==> config.mk <==
export PLATFORM = sky130hd
export DESIGN_NAME = earliest_free_server_dispatch
export DESIGN_NICKNAME = d
export VERILOG_FILES = /design/src/rtl/efsd_pkg.sv /design/src/rtl/efsd_ram.sv /design/src/rtl/earliest_free_server_dispatch.sv
export SDC_FILE = /design/constraint.sdc
export NUM_CORES = 2
export LEC_CHECK = 0
export BUFFER_PORTS_ARGS = -buffer_cell sky130_fd_sc_hd__buf_2
export CORE_MARGIN = 4
export CORE_UTILIZATION = 50
export CTS_BUF_LIST = sky130_fd_sc_hd__clkbuf_4
export DETAILED_ROUTE_END_ITERATION = 10
export GPL_TIMING_DRIVEN = 0
export PLACE_DENSITY = 0.72
export SLEW_MARGIN = 0
export SYNTH_ARGS = -nofsm -noshare
export SYNTH_HDL_FRONTEND = slang
export SYNTH_SLANG_ARGS = --single-unit
==> constraint.sdc <==
create_clock -name aclk -period 14.7 [get_ports aclk]
set_input_delay 2.94 -clock aclk [delete_from_list [all_inputs] [get_ports aclk]]
set_output_delay 2.94 -clock aclk [all_outputs]
set_load 0.05 [all_outputs]
==> src/rtl/efsd_pkg.sv <==
// Shared types and constants for the earliest-free server dispatcher.
// No dependencies; used by the top level and its checker.
package efsd_pkg;

    localparam int TIME_W     = 48;
    localparam int SVC_W      = 32;
    localparam int OVH_W      = 20;
    localparam int SIU_W      = 4;
    localparam int CNT32_W    = 32;
    localparam int TOT_W      = 33;
    localparam int CHOSEN_W   = 3;
    localparam int CFG_IDX_W  = 8;
    localparam int CFG_DATA_W = 20;

    localparam logic [CFG_IDX_W-1:0] REG_DISPATCH_OVERHEAD = 8'd0;
    localparam logic [CFG_IDX_W-1:0] REG_SERVERS_IN_USE    = 8'd1;

    localparam logic [SIU_W-1:0] SIU_RESET = 4'd8;

    typedef enum logic [2:0] {
        ST_IDLE,
        ST_SCAN,
        ST_DIFF,
        ST_FINISH,
        ST_BUSY,
        ST_WSUM,
        ST_EMIT
    } efsd_state_t;

endpackage

==> src/rtl/efsd_ram.sv <==
// Generic single-write, single-read RAM with registered read data.
// No dependencies.
module efsd_ram #(
    parameter int WIDTH = 48,
    parameter int DEPTH = 8
) (
    input  logic                                       aclk,
    input  logic                                       wr_en,
    input  logic [((DEPTH > 1) ? $clog2(DEPTH) : 1)-1:0] wr_addr,
    input  logic [WIDTH-1:0]                           wr_data,
    input  logic                                       rd_en,
    input  logic [((DEPTH > 1) ? $clog2(DEPTH) : 1)-1:0] rd_addr,
    output logic [WIDTH-1:0]                           rd_data
);

    logic [WIDTH-1:0] mem_reg [DEPTH];
    logic [WIDTH-1:0] rd_data_reg;

    always_ff @(posedge aclk) begin
        if (wr_en) begin
            mem_reg[wr_addr] <= wr_data;
        end
        if (rd_en) begin
            rd_data_reg <= mem_reg[rd_addr];
        end
    end

    assign rd_data = rd_data_reg;

endmodule

==> src/rtl/earliest_free_server_dispatch.sv <==
// Earliest-free server dispatcher: top level with sequencer and shared adder.
// Depends on efsd_pkg and efsd_ram.
//
//   channel  | direction | handshake          | payload
//   ---------+-----------+--------------------+------------------------------------------
//   s_       | in        | s_valid / s_ready  | arrival_time, service_time
//   m_       | out       | m_valid / m_ready  | finish_time, chosen_server, had_to_wait,
//            |           |                    | wait_ticks, busy_total, request_total,
//            |           |                    | waited_total, wait_sum
//   cfg_     | in        | cfg_valid/cfg_ready| cfg_index, cfg_data
//
// After acceptance s_ready stays low until the result enters the output register, so
// a new request is taken only after the last is done. The scan reads the free-at entry
// of each active server, one per cycle, from the single RAM read port; then one 49-bit
// adder runs the wait, finish, busy and (only after a wait) wait-sum steps one per cycle.
// Reset clears all counters and the per-server valid bits at once; an entry never
// written reads as zero, so there is no clearing pass.
// A result waits in the output register; the sequencer holds in its last step only
// while an earlier result is still untaken.
module earliest_free_server_dispatch
    import efsd_pkg::*;
#(
    parameter int SERVERS = 8
) (
    input  logic                  aclk,
    input  logic                  aresetn,

    input  logic                  s_valid,
    output logic                  s_ready,
    input  logic [TIME_W-1:0]     s_arrival_time,
    input  logic [SVC_W-1:0]      s_service_time,

    output logic                  m_valid,
    input  logic                  m_ready,
    output logic [TIME_W-1:0]     m_finish_time,
    output logic [CHOSEN_W-1:0]   m_chosen_server,
    output logic                  m_had_to_wait,
    output logic [TIME_W-1:0]     m_wait_ticks,
    output logic [TIME_W-1:0]     m_busy_total,
    output logic [CNT32_W-1:0]    m_request_total,
    output logic [CNT32_W-1:0]    m_waited_total,
    output logic [TIME_W-1:0]     m_wait_sum,

    input  logic                  cfg_valid,
    output logic                  cfg_ready,
    input  logic [CFG_IDX_W-1:0]  cfg_index,
    input  logic [CFG_DATA_W-1:0] cfg_data
);

    localparam int IDX_W = (SERVERS > 1) ? $clog2(SERVERS) : 1;
    localparam int CNT_W = $clog2(SERVERS + 1);
    localparam int CMP_W = (CNT_W > SIU_W) ? CNT_W : SIU_W;
    localparam logic [CMP_W-1:0] SERVERS_C = CMP_W'(SERVERS);

    efsd_state_t state_reg, state_next;

    // configuration
    logic [OVH_W-1:0]   ovh_reg;
    logic [SIU_W-1:0]   siu_reg;

    // request operands
    logic [TIME_W-1:0]  arr_reg, arr_next;
    logic [SVC_W-1:0]   svc_reg, svc_next;
    logic [CNT_W-1:0]   act_reg, act_next;

    // scan
    logic [CNT_W-1:0]   iss_reg, iss_next;
    logic               pend_reg, pend_next;
    logic [IDX_W-1:0]   pend_idx_reg, pend_idx_next;
    logic               vld_rd_reg, vld_rd_next;
    logic [TIME_W-1:0]  best_val_reg, best_val_next;
    logic [IDX_W-1:0]   best_idx_reg, best_idx_next;
    logic [SERVERS-1:0] valid_reg, valid_next;

    // step results
    logic [TOT_W-1:0]   total_reg, total_next;
    logic [TIME_W-1:0]  start_reg, start_next;
    logic [TIME_W-1:0]  wait_reg, wait_next;
    logic               waited_reg, waited_next;
    logic [TIME_W-1:0]  finish_reg, finish_next;

    // running state
    logic [TIME_W-1:0]  busy_acc_reg, busy_acc_next;
    logic [TIME_W-1:0]  wait_acc_reg, wait_acc_next;
    logic [CNT32_W-1:0] req_cnt_reg, req_cnt_next;
    logic [CNT32_W-1:0] wtd_cnt_reg, wtd_cnt_next;

    // output register
    logic               m_valid_reg, m_valid_next;
    logic [TIME_W-1:0]  o_finish_reg, o_finish_next;
    logic [CHOSEN_W-1:0] o_chosen_reg, o_chosen_next;
    logic               o_waited_reg, o_waited_next;
    logic [TIME_W-1:0]  o_wait_reg, o_wait_next;
    logic [TIME_W-1:0]  o_busy_reg, o_busy_next;
    logic [CNT32_W-1:0] o_req_reg, o_req_next;
    logic [CNT32_W-1:0] o_wtd_reg, o_wtd_next;
    logic [TIME_W-1:0]  o_wsum_reg, o_wsum_next;

    // shared adder
    logic [TIME_W-1:0]  add_a, add_b;
    logic               add_cin;
    logic [TIME_W:0]    add_sum;
    logic [TIME_W-1:0]  add_sat;

    // RAM side
    logic               ram_rd_en, ram_wr_en;
    logic [TIME_W-1:0]  ram_rd_data;

    // misc
    logic [CMP_W-1:0]   siu_ext, act_clamp;
    logic [TIME_W-1:0]  eff_val;
    logic [IDX_W+CHOSEN_W-1:0] chosen_ext;
    logic               out_free;

    efsd_ram #(
        .WIDTH (TIME_W),
        .DEPTH (SERVERS)
    ) u_free_at (
        .aclk    (aclk),
        .wr_en   (ram_wr_en),
        .wr_addr (best_idx_reg),
        .wr_data (finish_reg),
        .rd_en   (ram_rd_en),
        .rd_addr (iss_reg[IDX_W-1:0]),
        .rd_data (ram_rd_data)
    );

    // Clamp the active count to 1..SERVERS.
    always_comb begin
        siu_ext = CMP_W'(siu_reg);
        if (siu_ext == '0) begin
            act_clamp = CMP_W'(1);
        end else if (siu_ext > SERVERS_C) begin
            act_clamp = SERVERS_C;
        end else begin
            act_clamp = siu_ext;
        end
    end

    // The one shared adder; operands steered by the step in progress.
    always_comb begin
        add_a   = '0;
        add_b   = '0;
        add_cin = 1'b0;
        case (state_reg)
            ST_SCAN: begin
                // overhead + service, no dependency on the scan
                add_a = TIME_W'(ovh_reg);
                add_b = TIME_W'(svc_reg);
            end
            ST_DIFF: begin
                // free-at minus arrival
                add_a   = best_val_reg;
                add_b   = ~arr_reg;
                add_cin = 1'b1;
            end
            ST_FINISH: begin
                add_a = start_reg;
                add_b = TIME_W'(total_reg);
            end
            ST_BUSY: begin
                add_a = busy_acc_reg;
                add_b = TIME_W'(total_reg);
            end
            ST_WSUM: begin
                add_a = wait_acc_reg;
                add_b = wait_reg;
            end
            default: begin
                add_a = '0;
            end
        endcase
        add_sum = {1'b0, add_a} + {1'b0, add_b} + {{TIME_W{1'b0}}, add_cin};
        add_sat = add_sum[TIME_W] ? {TIME_W{1'b1}} : add_sum[TIME_W-1:0];
    end

    assign eff_val    = vld_rd_reg ? ram_rd_data : '0;
    assign out_free   = !m_valid_reg || m_ready;
    assign chosen_ext = {{CHOSEN_W{1'b0}}, best_idx_reg};

    // Sequencer: next state and datapath updates.
    always_comb begin
        state_next    = state_reg;
        arr_next      = arr_reg;
        svc_next      = svc_reg;
        act_next      = act_reg;
        iss_next      = iss_reg;
        pend_next     = pend_reg;
        pend_idx_next = pend_idx_reg;
        vld_rd_next   = vld_rd_reg;
        best_val_next = best_val_reg;
        best_idx_next = best_idx_reg;
        valid_next    = valid_reg;
        total_next    = total_reg;
        start_next    = start_reg;
        wait_next     = wait_reg;
        waited_next   = waited_reg;
        finish_next   = finish_reg;
        busy_acc_next = busy_acc_reg;
        wait_acc_next = wait_acc_reg;
        req_cnt_next  = req_cnt_reg;
        wtd_cnt_next  = wtd_cnt_reg;
        m_valid_next  = m_valid_reg && !m_ready;
        o_finish_next = o_finish_reg;
        o_chosen_next = o_chosen_reg;
        o_waited_next = o_waited_reg;
        o_wait_next   = o_wait_reg;
        o_busy_next   = o_busy_reg;
        o_req_next    = o_req_reg;
        o_wtd_next    = o_wtd_reg;
        o_wsum_next   = o_wsum_reg;
        s_ready       = 1'b0;
        ram_rd_en     = 1'b0;
        ram_wr_en     = 1'b0;

        case (state_reg)
            ST_IDLE: begin
                s_ready = 1'b1;
                if (s_valid) begin
                    arr_next   = s_arrival_time;
                    svc_next   = s_service_time;
                    act_next   = act_clamp[CNT_W-1:0];
                    iss_next   = '0;
                    pend_next  = 1'b0;
                    state_next = ST_SCAN;
                end
            end
            ST_SCAN: begin
                total_next    = add_sum[TOT_W-1:0];
                // issue one read per cycle, compare the one that came back
                ram_rd_en     = (iss_reg < act_reg);
                pend_next     = ram_rd_en;
                pend_idx_next = iss_reg[IDX_W-1:0];
                vld_rd_next   = valid_reg[iss_reg[IDX_W-1:0]];
                if (ram_rd_en) begin
                    iss_next = iss_reg + CNT_W'(1);
                end
                if (pend_reg) begin
                    // strict less-than keeps the lowest index on a tie
                    if ((pend_idx_reg == '0) || (eff_val < best_val_reg)) begin
                        best_val_next = eff_val;
                        best_idx_next = pend_idx_reg;
                    end
                end
                if (!ram_rd_en && !pend_reg) begin
                    state_next = ST_DIFF;
                end
            end
            ST_DIFF: begin
                // carry out set means free-at >= arrival
                waited_next = add_sum[TIME_W] && (add_sum[TIME_W-1:0] != '0);
                if (add_sum[TIME_W] && (add_sum[TIME_W-1:0] != '0)) begin
                    wait_next  = add_sum[TIME_W-1:0];
                    start_next = best_val_reg;
                end else begin
                    wait_next  = '0;
                    start_next = arr_reg;
                end
                state_next = ST_FINISH;
            end
            ST_FINISH: begin
                finish_next = add_sat;
                state_next  = ST_BUSY;
            end
            ST_BUSY: begin
                busy_acc_next = add_sat;
                state_next    = waited_reg ? ST_WSUM : ST_EMIT;
            end
            ST_WSUM: begin
                wait_acc_next = add_sat;
                state_next    = ST_EMIT;
            end
            ST_EMIT: begin
                // hold until the output register can take the result
                if (out_free) begin
                    ram_wr_en                = 1'b1;
                    valid_next[best_idx_reg] = 1'b1;
                    req_cnt_next = (&req_cnt_reg) ? req_cnt_reg
                                                  : req_cnt_reg + CNT32_W'(1);
                    if (waited_reg && !(&wtd_cnt_reg)) begin
                        wtd_cnt_next = wtd_cnt_reg + CNT32_W'(1);
                    end
                    m_valid_next  = 1'b1;
                    o_finish_next = finish_reg;
                    o_chosen_next = chosen_ext[CHOSEN_W-1:0];
                    o_waited_next = waited_reg;
                    o_wait_next   = wait_reg;
                    o_busy_next   = busy_acc_reg;
                    o_req_next    = (&req_cnt_reg) ? req_cnt_reg
                                                   : req_cnt_reg + CNT32_W'(1);
                    o_wtd_next    = (waited_reg && !(&wtd_cnt_reg))
                                    ? wtd_cnt_reg + CNT32_W'(1) : wtd_cnt_reg;
                    o_wsum_next   = wait_acc_reg;
                    state_next    = ST_IDLE;
                end
            end
            default: begin
                state_next = ST_IDLE;
            end
        endcase
    end

    // State register.
    always_ff @(posedge aclk) begin
        if (!aresetn) begin
            state_reg <= ST_IDLE;
        end else begin
            state_reg <= state_next;
        end
    end

    // Control and running state.
    always_ff @(posedge aclk) begin
        if (!aresetn) begin
            ovh_reg      <= '0;
            siu_reg      <= SIU_RESET;
            pend_reg     <= 1'b0;
            valid_reg    <= '0;
            busy_acc_reg <= '0;
            wait_acc_reg <= '0;
            req_cnt_reg  <= '0;
            wtd_cnt_reg  <= '0;
            m_valid_reg  <= 1'b0;
        end else begin
            // drop writes to indexes beyond the register list
            if (cfg_valid && (cfg_index == REG_DISPATCH_OVERHEAD)) begin
                ovh_reg <= cfg_data[OVH_W-1:0];
            end
            if (cfg_valid && (cfg_index == REG_SERVERS_IN_USE)) begin
                siu_reg <= cfg_data[SIU_W-1:0];
            end
            pend_reg     <= pend_next;
            valid_reg    <= valid_next;
            busy_acc_reg <= busy_acc_next;
            wait_acc_reg <= wait_acc_next;
            req_cnt_reg  <= req_cnt_next;
            wtd_cnt_reg  <= wtd_cnt_next;
            m_valid_reg  <= m_valid_next;
        end
    end

    // Payload registers, no reset.
    always_ff @(posedge aclk) begin
        arr_reg      <= arr_next;
        svc_reg      <= svc_next;
        act_reg      <= act_next;
        iss_reg      <= iss_next;
        pend_idx_reg <= pend_idx_next;
        vld_rd_reg   <= vld_rd_next;
        best_val_reg <= best_val_next;
        best_idx_reg <= best_idx_next;
        total_reg    <= total_next;
        start_reg    <= start_next;
        wait_reg     <= wait_next;
        waited_reg   <= waited_next;
        finish_reg   <= finish_next;
        o_finish_reg <= o_finish_next;
        o_chosen_reg <= o_chosen_next;
        o_waited_reg <= o_waited_next;
        o_wait_reg   <= o_wait_next;
        o_busy_reg   <= o_busy_next;
        o_req_reg    <= o_req_next;
        o_wtd_reg    <= o_wtd_next;
        o_wsum_reg   <= o_wsum_next;
    end

    assign cfg_ready       = 1'b1;
    assign m_valid         = m_valid_reg;
    assign m_finish_time   = o_finish_reg;
    assign m_chosen_server = o_chosen_reg;
    assign m_had_to_wait   = o_waited_reg;
    assign m_wait_ticks    = o_wait_reg;
    assign m_busy_total    = o_busy_reg;
    assign m_request_total = o_req_reg;
    assign m_waited_total  = o_wtd_reg;
    assign m_wait_sum      = o_wsum_reg;

endmodule

Word-level counts from Yosys, hierarchy flattened
Memories as Yosys holds them, arrays and structs flattened. A register that Yosys moved wholly into a read port is not among the register bits.
Index checks and enable logic that the tools add are counted.
{"block": "totals", "memories": 1, "reg_bits": 778, "rom_bits": 0, "elab_cells": 118, "in_bits": 113, "ramBits": 384, "latch_bits": 0, "output_inout_bits": 263}
{"name": "u_free_at.mem_reg", "depth": 8, "width": 48, "rd": 1, "rd_ports_with_merged_regs": 1, "wr": 1, "line": "efsd_ram.sv:16", "source": "logic [WIDTH-1:0] mem_reg [DEPTH];"}
{"block": "op_classes", "n_mux": 31, "multipliers": 0, "n_reduce_logical": 30, "eq_ne": 11, "n_lt_le_gt_ge": 6, "div_mod_pow": 0, "n_shift": 0, "addsub": 5, "bitwise": 2}
{"op": "$pmux W48 S5", "n": 1}
{"op": "$pmux W48 S4", "n": 1}
{"op": "$mux W48", "n": 3}
{"op": "$add A32 B1 Y32 const B", "n": 2}
{"op": "$mux W32", "n": 2}
{"op": "$reduce_and A32 Y1", "n": 2}
{"op": "$add A48 B48 Y49", "n": 1}
{"op": "$add A49 B1 Y49", "n": 1}
{"op": "$lt A48 B48 Y1", "n": 1}
{"op": "$not A48 Y48", "n": 1}
{"op": "$reduce_bool A48 Y1", "n": 1}
{"op": "$pmux W3 S7", "n": 1}
{"op": "$mux W1", "n": 12}
{"op": "$mux W4", "n": 3}
{"op": "$eq A3 B3 Y1 const B", "n": 3}
{"op": "$mux W3", "n": 3}
{"op": "$reduce_and A3 Y1", "n": 3}
{"op": "$eq A8 B1 Y1 const B", "n": 1}
{"op": "$logic_not A8 Y1", "n": 1}
{"op": "$lt A3 B4 Y1 const B", "n": 2}
{"op": "$ne A2 B2 Y1 const B", "n": 4}
{"op": "$or A8 B8 Y8", "n": 1}
{"op": "$pmux W4 S2", "n": 1}
{"op": "$logic_and A1 B1 Y1", "n": 7}
{"op": "17 further kinds", "n": 27}

Logic depth before layout (Yosys ltp)
{"block": "depth", "ltp_word": 8, "depth_mapped": 24, "depth_no_buf": 18}

Modules after synthesis
A second synthesis with hierarchy kept.
{"block": "unflattened", "hier_cells": 3663, "hier_area_um2": 51540.7}
{"mod": "earliest_free_server_dispatch", "cells_per_inst": 3047, "n_inst": 1, "area_per_inst_um2": 35440.2}
{"mod": "efsd_ram", "cells_per_inst": 616, "n_inst": 1, "area_per_inst_um2": 16100.4}

Worst setup path after synthesis
Ideal clock, no wire load.
{"block": "synth_path", "path_type": "input-to-reg", "start": "input m_ready", "end": "register req_cnt_reg[0]", "setup_ns": 0.066, "required_ns": 14.634, "setup_slack_ns": 2.999, "arrival_ns": 11.635, "cell_stages": 8, "path_cell_list": "nor2b_1 > or3_1 > clkbuf_1 > clkinv_1 > buf_1 > nand2_1 > xor2_1 > nor2_1"}
{"block": "synth_between", "elab_chain_cells": 2}
{"item": "from (decl)", "line": "earliest_free_server_dispatch.sv:34", "source": "input logic m_ready,"}
{"item": "$logic_or A1 B1 Y1", "line": "earliest_free_server_dispatch.sv:178", "source": "assign out_free = !m_valid_reg || m_ready;"}
{"item": "$reduce_and A2 Y1 (no line)"}
{"item": "to (signal assigned)", "line": "earliest_free_server_dispatch.sv:336", "source": "req_cnt_reg <= req_cnt_next;"}
{"item": "to (decl)", "line": "earliest_free_server_dispatch.sv:85", "source": "logic [CNT32_W-1:0] req_cnt_reg, req_cnt_next;"}
Every way passes these cells.
A chain may end at the register's enable or synchronous reset.

Final worst setup path
{"block": "layout_path", "start": "register state_reg[1]", "end": "register finish_reg[34], data pin"}
{"block": "layout_between", "elab_chain_cells": 6, "elab_cells_between_ends": 12, "classes_between": "add/sub: 2; eq/ne: 5; mux: 4; reduce/logical: 1"}
{"item": "from (decl)", "line": "earliest_free_server_dispatch.sv:55", "source": "efsd_state_t state_reg, state_next;"}
{"item": "from (signal assigned)", "line": "earliest_free_server_dispatch.sv:308", "source": "state_reg <= state_next;"}
{"item": "$eq A3 B3 Y1 / $eq A3 B2 Y1 (equally long branches)", "line": "earliest_free_server_dispatch.sv:145", "source": "case (state_reg)"}
{"item": "$reduce_or A2 Y1 (no line)"}
{"item": "$pmux W48 S4", "line": "earliest_free_server_dispatch.sv:145"}
{"item": "$add A48 B48 Y49", "line": "earliest_free_server_dispatch.sv:173", "source": "add_sum = {1'b0, add_a} + {1'b0, add_b} + {{TIME_W{1'b0}}, add_cin};"}
{"item": "$add A49 B1 Y49 *", "line": "earliest_free_server_dispatch.sv:173"}
{"item": "$mux W48 *", "line": "earliest_free_server_dispatch.sv:174", "source": "add_sat = add_sum[TIME_W] ? {TIME_W{1'b1}} : add_sum[TIME_W-1:0];"}
{"item": "via add_sat[34]", "line": "earliest_free_server_dispatch.sv:103", "source": "logic [TIME_W-1:0] add_sat;"}
{"item": "to (signal assigned)", "line": "earliest_free_server_dispatch.sv:356", "source": "finish_reg <= finish_next;"}
{"item": "to (decl)", "line": "earliest_free_server_dispatch.sv:80", "source": "logic [TIME_W-1:0] finish_reg, finish_next;"}
The timed path passes the listed nets; every way through them passes the cells marked *.

==> metrics <==
Hold Crit Class reg -> reg; vias in the first global route 38000; syn_nets 4253; period utilization 58.3%; predominant post-synthesis flop cell edfxtp_1; Cell variety after synth 96; #FFs+latches synth 1210; GRT Util Overall 30.3%; Synth Cell Area 53300 um2; grt ovf 0; worst slew pin tran 1.40 ns; WL/cell 26.7 um; Post-synth ARST share 0%; H-Tree Depth 5; R2R Setup Slk 6.13 ns; most frequent cells in the layout 1013 x edfxtp_1, 480 x nor2_1, 468 x clkbuf_4, 406 x buf_2; Startpoint Class register; relative slew slack 6.56%; fin. max-slew vios 0; first-pass GRT wire length 249000 um; total CTS buffers 326; Worst Path Arrival 9.33 ns; die height 334 um; Clock Path Buffers 4; RePlAce Congestion 0.974; nets 5017; clock sinks 1210; # Post-CTS Setup Buffers 0; RSZ-0062 raised after global routing no; max reg flops 384; EDFF count, synth 1013; share of cells above drive strength 1 23.2%; 1st-iter DRT viols 4153; Area growth, synth to finish 16.1%; largest net degree at the start of global routing 60; Hold-fix buffers, CTS 0; die area 112000 um2; antenna-violating nets left 0; cell taking the most area after synthesis edfxtp_1; CP Capture Type register; status finished, final reports clean; CTS root buf clkbuf_4; # port buffers 374; top cells by area, synth edfxtp_1 57%, dfxtp_1 7.4%, mux4_2 4.1%; Layout Utilization 58.6%; crit-path max FO 10; Synth Area per Inst 13.2 um2; max-cap violation count 0; Clock Pin Slew Worst Setup and Hold Paths 0.07 ns; CP required 15.46 ns; DRC viols 0; share of the synthesized area in the top cell type 57.1%; Die Width 334 um; num rows 119; first drt pass iteration count 8; setup slack after layout 6.13 ns; TritonCTS clock tree built; sequential area share after synthesis 64.5%; commonest non-fill, non-tap cell in the layout edfxtp_1; detail-routed via count per cell 5.98; Pwr per Cell Area 130 nW/um2; clk_skew 0.184 ns; Final setup viols 0; Synth Warn # 0; Detailed Route WL 172000 um; later-pin clock latency in the skew report 1.27 ns; IO Pins 376; Highest Clock Rate 117 MHz; initial core utilization 50.5%; static leakage 22.3 nW; WS Path Type reg -> reg; final hold violations 0; DP Wirelength 129000 um; Resized Gates After CTS 0; maximum vdd drop 0.0720 mV; number of antenna violations at the first check in global routing 12; pre-CTS WS 6.53 ns; min Tclk post-route 8.57 ns; WHS 0.411 ns; Via Count 38500; Mapped Cells 4036; fillers 8500; core region area 106000 um2
[kinds of logic after synthesis]
group	Yosys count	share of synthesized area, %
buffers and inverters	396	2.94
flip-flops	1210	64.5
AND/OR/NAND/NOR	1197	11.1
multiplexers	262	7.34
AO/OA/AOI/OAI	732	9.41
other	1	0.00704
XOR/XNOR	134	2.20
adder cells (fa/ha/maj)	104	2.47
[layout make-up]
class,count,area (um2),area share [%]
clock buffers,468,3510,5.68
flip-flops and latches,1210,34400,55.6
clock inverters,96,492,0.795
diodes,11,27.5,0.0445
inverters,132,498,0.805
plain buffers,264,1070,1.74
multi-input cells,2430,17400,28.2
repair buffers,436,2720,4.39
well taps,1391,1740,2.81
[stage by stage]
stage | instances | area, um2 | setup TNS, ns | total power [W]
final | 6438 | 61900 | 0 | 0.00805
after global routing | 6433 | 61800 | 0 | 0.00838
after CTS | 6427 | 61800 | 0 | 0.00807
after global placement | 5801 | 56900 | -376.17 | 0.00515
after floorplan | 4036 | 53300 | 0 | 0.00470
after detailed placement | 5863 | 57800 | 0 | 0.00516
[worst paths after layout]
check / start / endpoint / cells after the start
min: wait_reg[28] / m_wait_ticks[28] / 0
max reg2reg: state_reg[1] / finish_reg[34] / 19
min reg2reg: wait_reg[28] / m_wait_ticks[28] / 0
max: state_reg[1] / finish_reg[34] / 19
[worst max-delay path, stage by stage (launching register included)]
cell and delay, ns:
dfxtp_1 0.37, clkbuf_1 0.36, inv_1 0.23, nand2_1 0.31
nor2_1 1.08, clkbuf_1 0.70, a222oi_1 0.27, nor2_1 0.21
ha_1 0.35, nand2_1 0.29, nor3_1 0.13, o211ai_1 0.31
a21oi_2 0.22, o21a_1 0.27, o21ai_2 0.22, o21a_1 0.28
buf_2 0.34, clkbuf_1 0.89, buf_1 0.84, nand2_1 0.45
[synth_stat cells (28+ instances only)]
cell type / n
a211oi_1: 128
a21o_1: 32
a21oi_1: 197
a221oi_1: 70
and2_1: 118
and3_1: 39
buf_1: 31
buf_2: 31
clkbuf_1: 195
dfxtp_1: 197
edfxtp_1: 1013
ha_1: 102
inv_1: 130
mux2_2: 51
mux2i_1: 113
mux4_2: 98
nand2_1: 160
nand3_1: 93
nand4_1: 87
nor2_1: 482
nor3_1: 59
nor4b_1: 50
o21ai_0: 80
o22a_1: 28
o31ai_1: 50
or3_1: 30
xnor2_1: 64
xor2_1: 70
[metal layers]
layer / share of wire, % / track usage (%) / vias up
met1: 40 / 41.0 / 18800
met2: 45 / 46.5 / 2243
met5: 0.0052 / 0 / -
met3: 10 / 7.93 / 390
met4: 4.4 / 13.7 / 2
li1: - / - / 17100
[power breakdown]
group          switching, W  internal [W]
clock               0.00139       0.00153
sequential        0.0000806       0.00384
combinational      0.000811      0.000392
(Power assumes the default switching activity.)
